[src/design/ppvs_pkg.sv]
// Package for the probabilistic partition victim select unit.
// Holds sizes, codes and shared types; depends on nothing.
package ppvs_pkg;
    localparam int WAYS = 16;
    localparam int CORES = 4;
    localparam int SETS = 64;
    localparam int WAY_W = 4;
    localparam int CORE_W = 2;
    localparam int OWN_W = 3;
    localparam int SET_W = 6;
    localparam int PROB_W = 15;
    localparam int CNT_W = 11;
    localparam int CLS_W = 3;
    localparam int AGE_W = 4;
    localparam logic [PROB_W-1:0] PROB_ONE = 15'd32767;
    localparam logic [PROB_W-1:0] PROB_RESET = 15'd8192;
    localparam logic [CNT_W-1:0] COUNT_MAX = 11'd2047;
    localparam logic [OWN_W-1:0] NO_OWNER = 3'd4;
    localparam logic [CLS_W-1:0] CLS_MUST = 3'd0;
    localparam logic [CLS_W-1:0] CLS_TGT = 3'd1;
    localparam logic [CLS_W-1:0] CLS_OTH = 3'd2;
    localparam logic [CLS_W-1:0] CLS_LRU = 3'd3;
    localparam logic [CLS_W-1:0] CLS_HIT = 3'd4;

    typedef logic [WAYS*AGE_W-1:0] age_row_t;
    typedef logic [WAYS*OWN_W-1:0] own_row_t;

    // running scan result passed from the scanner to the top
    typedef struct packed {
        logic             one_ok;
        logic             tgt_ok;
        logic             oth_ok;
        logic [AGE_W-1:0] one_age;
        logic [AGE_W-1:0] tgt_age;
        logic [AGE_W-1:0] oth_age;
        logic [WAY_W-1:0] one_pos;
        logic [WAY_W-1:0] tgt_pos;
        logic [WAY_W-1:0] oth_pos;
        logic [WAY_W-1:0] lru_pos;
    } scan_t;
endpackage

[src/design/ppvs_scan_step.sv]
// Shared compare unit: folds one way into the running victim candidates.
// Depends on ppvs_pkg.
module ppvs_scan_step (
    input  ppvs_pkg::scan_t                cur,
    input  logic [ppvs_pkg::WAY_W-1:0]     way,
    input  logic [ppvs_pkg::AGE_W-1:0]     age,
    input  logic [ppvs_pkg::OWN_W-1:0]     owner,
    input  logic [ppvs_pkg::OWN_W-1:0]     target,
    input  logic [ppvs_pkg::CORES*ppvs_pkg::PROB_W-1:0] probs,
    output ppvs_pkg::scan_t                nxt
);
    import ppvs_pkg::*;
    logic owned;
    logic [PROB_W-1:0] p;
    logic must;
    logic can;

    always_comb
    begin
        owned = owner < OWN_W'(CORES);
        p = probs[owner[CORE_W-1:0]*PROB_W +: PROB_W];
        must = owned && (p == PROB_ONE);
        can = !owned || (p != '0);
        nxt = cur;
        if (must && cur.one_age <= age)
        begin
            nxt.one_age = age;
            nxt.one_pos = way;
            nxt.one_ok = 1'b1;
        end
        else if (owned && owner == target && cur.tgt_age <= age)
        begin
            nxt.tgt_age = age;
            nxt.tgt_pos = way;
            nxt.tgt_ok = 1'b1;
        end
        else if (cur.oth_age <= age && can)
        begin
            nxt.oth_age = age;
            nxt.oth_pos = way;
            nxt.oth_ok = 1'b1;
        end
        if (age == AGE_W'(WAYS-1))
            nxt.lru_pos = way;
    end
endmodule

[config.mk]
export PLATFORM = sky130hd
export DESIGN_NAME = ppvs_scan_step
export DESIGN_NICKNAME = d
export VERILOG_FILES = /design/src/design/ppvs_pkg.sv /design/src/design/ppvs_scan_step.sv
export SDC_FILE = /design/constraint.sdc
export NUM_CORES = 1
export LEC_CHECK = 0
export BUFFER_PORTS_ARGS = -buffer_cell sky130_fd_sc_hd__buf_2
export CORE_AREA = 4 4 67 69
export DETAILED_ROUTE_END_ITERATION = 6
export DIE_AREA = 0 0 71 73
export MAX_ROUTING_LAYER = met4
export PLACE_DENSITY = 0.74
export SYNTH_ARGS = -nofsm -noshare
export SYNTH_HDL_FRONTEND = slang
export SYNTH_SLANG_ARGS = --single-unit
export TNS_END_PERCENT = 20
[constraint.sdc]
create_clock -name vclk -period 2.53
set_input_delay 0.253 -clock vclk [all_inputs]
set_output_delay 0.253 -clock vclk [all_outputs]
set_load 0.02 [all_outputs]
==> metrics.txt <==
IO Port Bufs=around 140; most common cell in the netlist=ha_1; max-cap check violation count=0; # setup viols final=23; FF/Latch Area=0 um2; Bufs and invs on worst path=5; # diodes=0; CP startpoint kind=input pin; Crit path top cell by count=buf_12; sequential power share=0%; Via density=4.96; top cell type's share of synthesized area=20.7%; CP delay by family, top=multiplexers; WHS Endpoint=nxt[30]; crit path max-delay cell type=or4_4; minimum clock period=around 2.7 ns; Crit. End Element=primary output; share of cells above drive strength 1=between 70% and 80%; 1st-iter DRT viols=19; syn nets=about 230; Critical Path Max Stage Delay=~0.5 ns; Leak=1.15 nW; Max Slew Vio Count=0; first-pass GRT wire length=7000 um; Seq/Total Area, Yosys=0%; seq_cells=0; min-delay worst type=input pin to primary output; Clk pwr share=0%; Max VDD drop=between 0.08 and 0.09 mV; Synth top cells by count=12 x ha_1, 11 x mux2_4, 11 x mux4_2, 10 x inv_1, 10 x mux2_1; worst setup path class=input pin to primary output; top post-synthesis cells by area=mux4_2 21%, mux2_4 14%, ha_1 13%; antenna violations before repair=0; sw frac=a little over two fifths; die extent in y=about 73 um; min setup slack post-route=-0.189 ns; Unique masters post-synth=27; final core occ=a little under three fifths; CP cell instances=buf_8 > buf_12 > mux4_2 > inv_1 > or4_4 > a2111o_1 > nand2b_1 > buf_12 > mux2_1 > buf_2; status=finished with violations; post-synth top area cell=mux4_2; mean post-synth cell area=around 11 um2; Int Pwr=~0.24 mW; Worst Min Path Start=cur[30]; Routed Antenna Nets=0; DR DRC count=0; fmax=between 300 and 400 MHz; Hold Slack=about 0.80 ns; violated checks=setup timing; post-cts hold buffer count=0; P per Cell Area=between 150 and 200 nW/um2; Core Rows=23; area delta synth->final=83.1%; Crit path arrival time=2.47 ns; gp weighted congestion=about 0.72; Initial Util=between 30% and 40%; die width=roughly 70 um; Synthesis Warnings=0; vias in the first global route=around 1600; # IOs=between 100 and 150; final wirelength=~4600 um; Worst Tran Pin Value=roughly 0.28 ns; CP Max Fanout=9; Tcrit/Tclk final=107%; final HPWL from detailed placement=roughly 3900 um; Detailed Routing Iterations Pass 1=4; via count=about 1500; die footprint=roughly 5200 um2; Net Switching=~0.18 mW; clkbuf count=0; Global Route Usage Sum=~17%; hold depth=3; per-cell routed wire length=about 15 um; combinational power share=100.0%; synthesized instance count=between 100 and 150; CORE AREA=3910 um2; Worst Setup Slack post-DPL=-0.288 ns; largest net degree at the start of global routing=10; Tot Pwr=about 0.42 mW; Final nets=about 380; Worst Path Required=2.28 ns; total congestion overflow=0; Slew HR=81.4%; area of the mapped netlist=between 1000 and 1500 um2; Hold Fails Final Rpt=0; RSZ-0062 raised after global routing=true
==> through the flow <==
stage | std cells | cell area [um2] | setup TNS, ns
after floorplan | 110 | 1200 | -0.776
after global placement | 304 | 2030 | -5.33
after detailed placement | 304 | 2030 | -5.60
after CTS | 306 | 2130 | -3.83
after global routing | 307 | 2190 | -5.33
final | 307 | 2190 | -3.56
==> tightest hold or removal path, cell delays in order <==
cell	delay, ns
buf_2	0.07
nand2b_1	0.08
buf_2	0.15
==> cell usage in the layout, fill, tap and decap left out <==
master    count
nor2b_1       1
buf_4         9
nand4_1       7
o21ai_1       1
o21ai_0       1
or4_4         1
nand4_4       2
o21ai_2       3
xnor2_1       2
nor2_1        1
ha_1         12
nor4_1        2
mux2_4       13
mux2_1        8
nand2_1       4
nand3_4       1
buf_6        13
a2111o_1      1
a21oi_1       3
mux4_2       14
nand2b_1      4
o21a_1        2
buf_12        5
or4_1         2
o22ai_1       2
buf_8         1
nand3_1       1
inv_1        10
mux2_2        4
mux4_1        1
nand2_2       1
buf_2       124
nor2_2        1
==> metal layers <==
layer	vias to the layer above	wire, um	global-route usage, %
li1	743	-	-
met1	678	1570	17.5
met2	103	2490	36.3
met3	0	503	2.34
met4	0	0	0
met5	-	0	-
==> layout make-up <==
class / count / area [um2]
Inverter: 10 / 37.5
Timing Repair Buffer: 152 / 950
Multi-Input combinational cell: 95 / 1140
Fill cell: 369 / 1720
Tap cell: 50 / 62.6
==> worst max-delay path by stage <==
stage,from,end,cells after the start
CTS,owner[0],nxt[18],10
floorplan,owner[0],nxt[10],9
global route,owner[0],nxt[9],10
detailed placement,owner[0],nxt[18],9
finish,owner[0],nxt[9],10
global placement,owner[0],nxt[7],9
==> logic make-up (layout without fill, tap and decap cells) <==
group	after synthesis	after routing	share of synthesized area [%]
mux	40	40	56.5
fa+ha+maj	12	12	12.6
buf+inv	16	162	8.47
xor+xnor	2	2	1.46
compound gates	13	13	6.59
simple gates	27	28	14.4
==> what timing repair did <==
item | 4_1_cts | 5_1_grt
resized for setup | 23 | 19
endpoints found under the setup margin | 26 | 27
pin swaps | 3 | 0
buffers inserted | 1 | 1
gates cloned | 1 | 0
==> power groups by stage <==
stage	Combinational, mW	Clock (mW)	Sequential, mW
after floorplan	0.227	0	0
after detailed placement	0.386	0	0
after CTS	0.414	0	0
final	0.423	0	0
after global routing	0.459	0	0
after global placement	0.379	0	0
No activity file was read; power rests on OpenSTA's default activity.
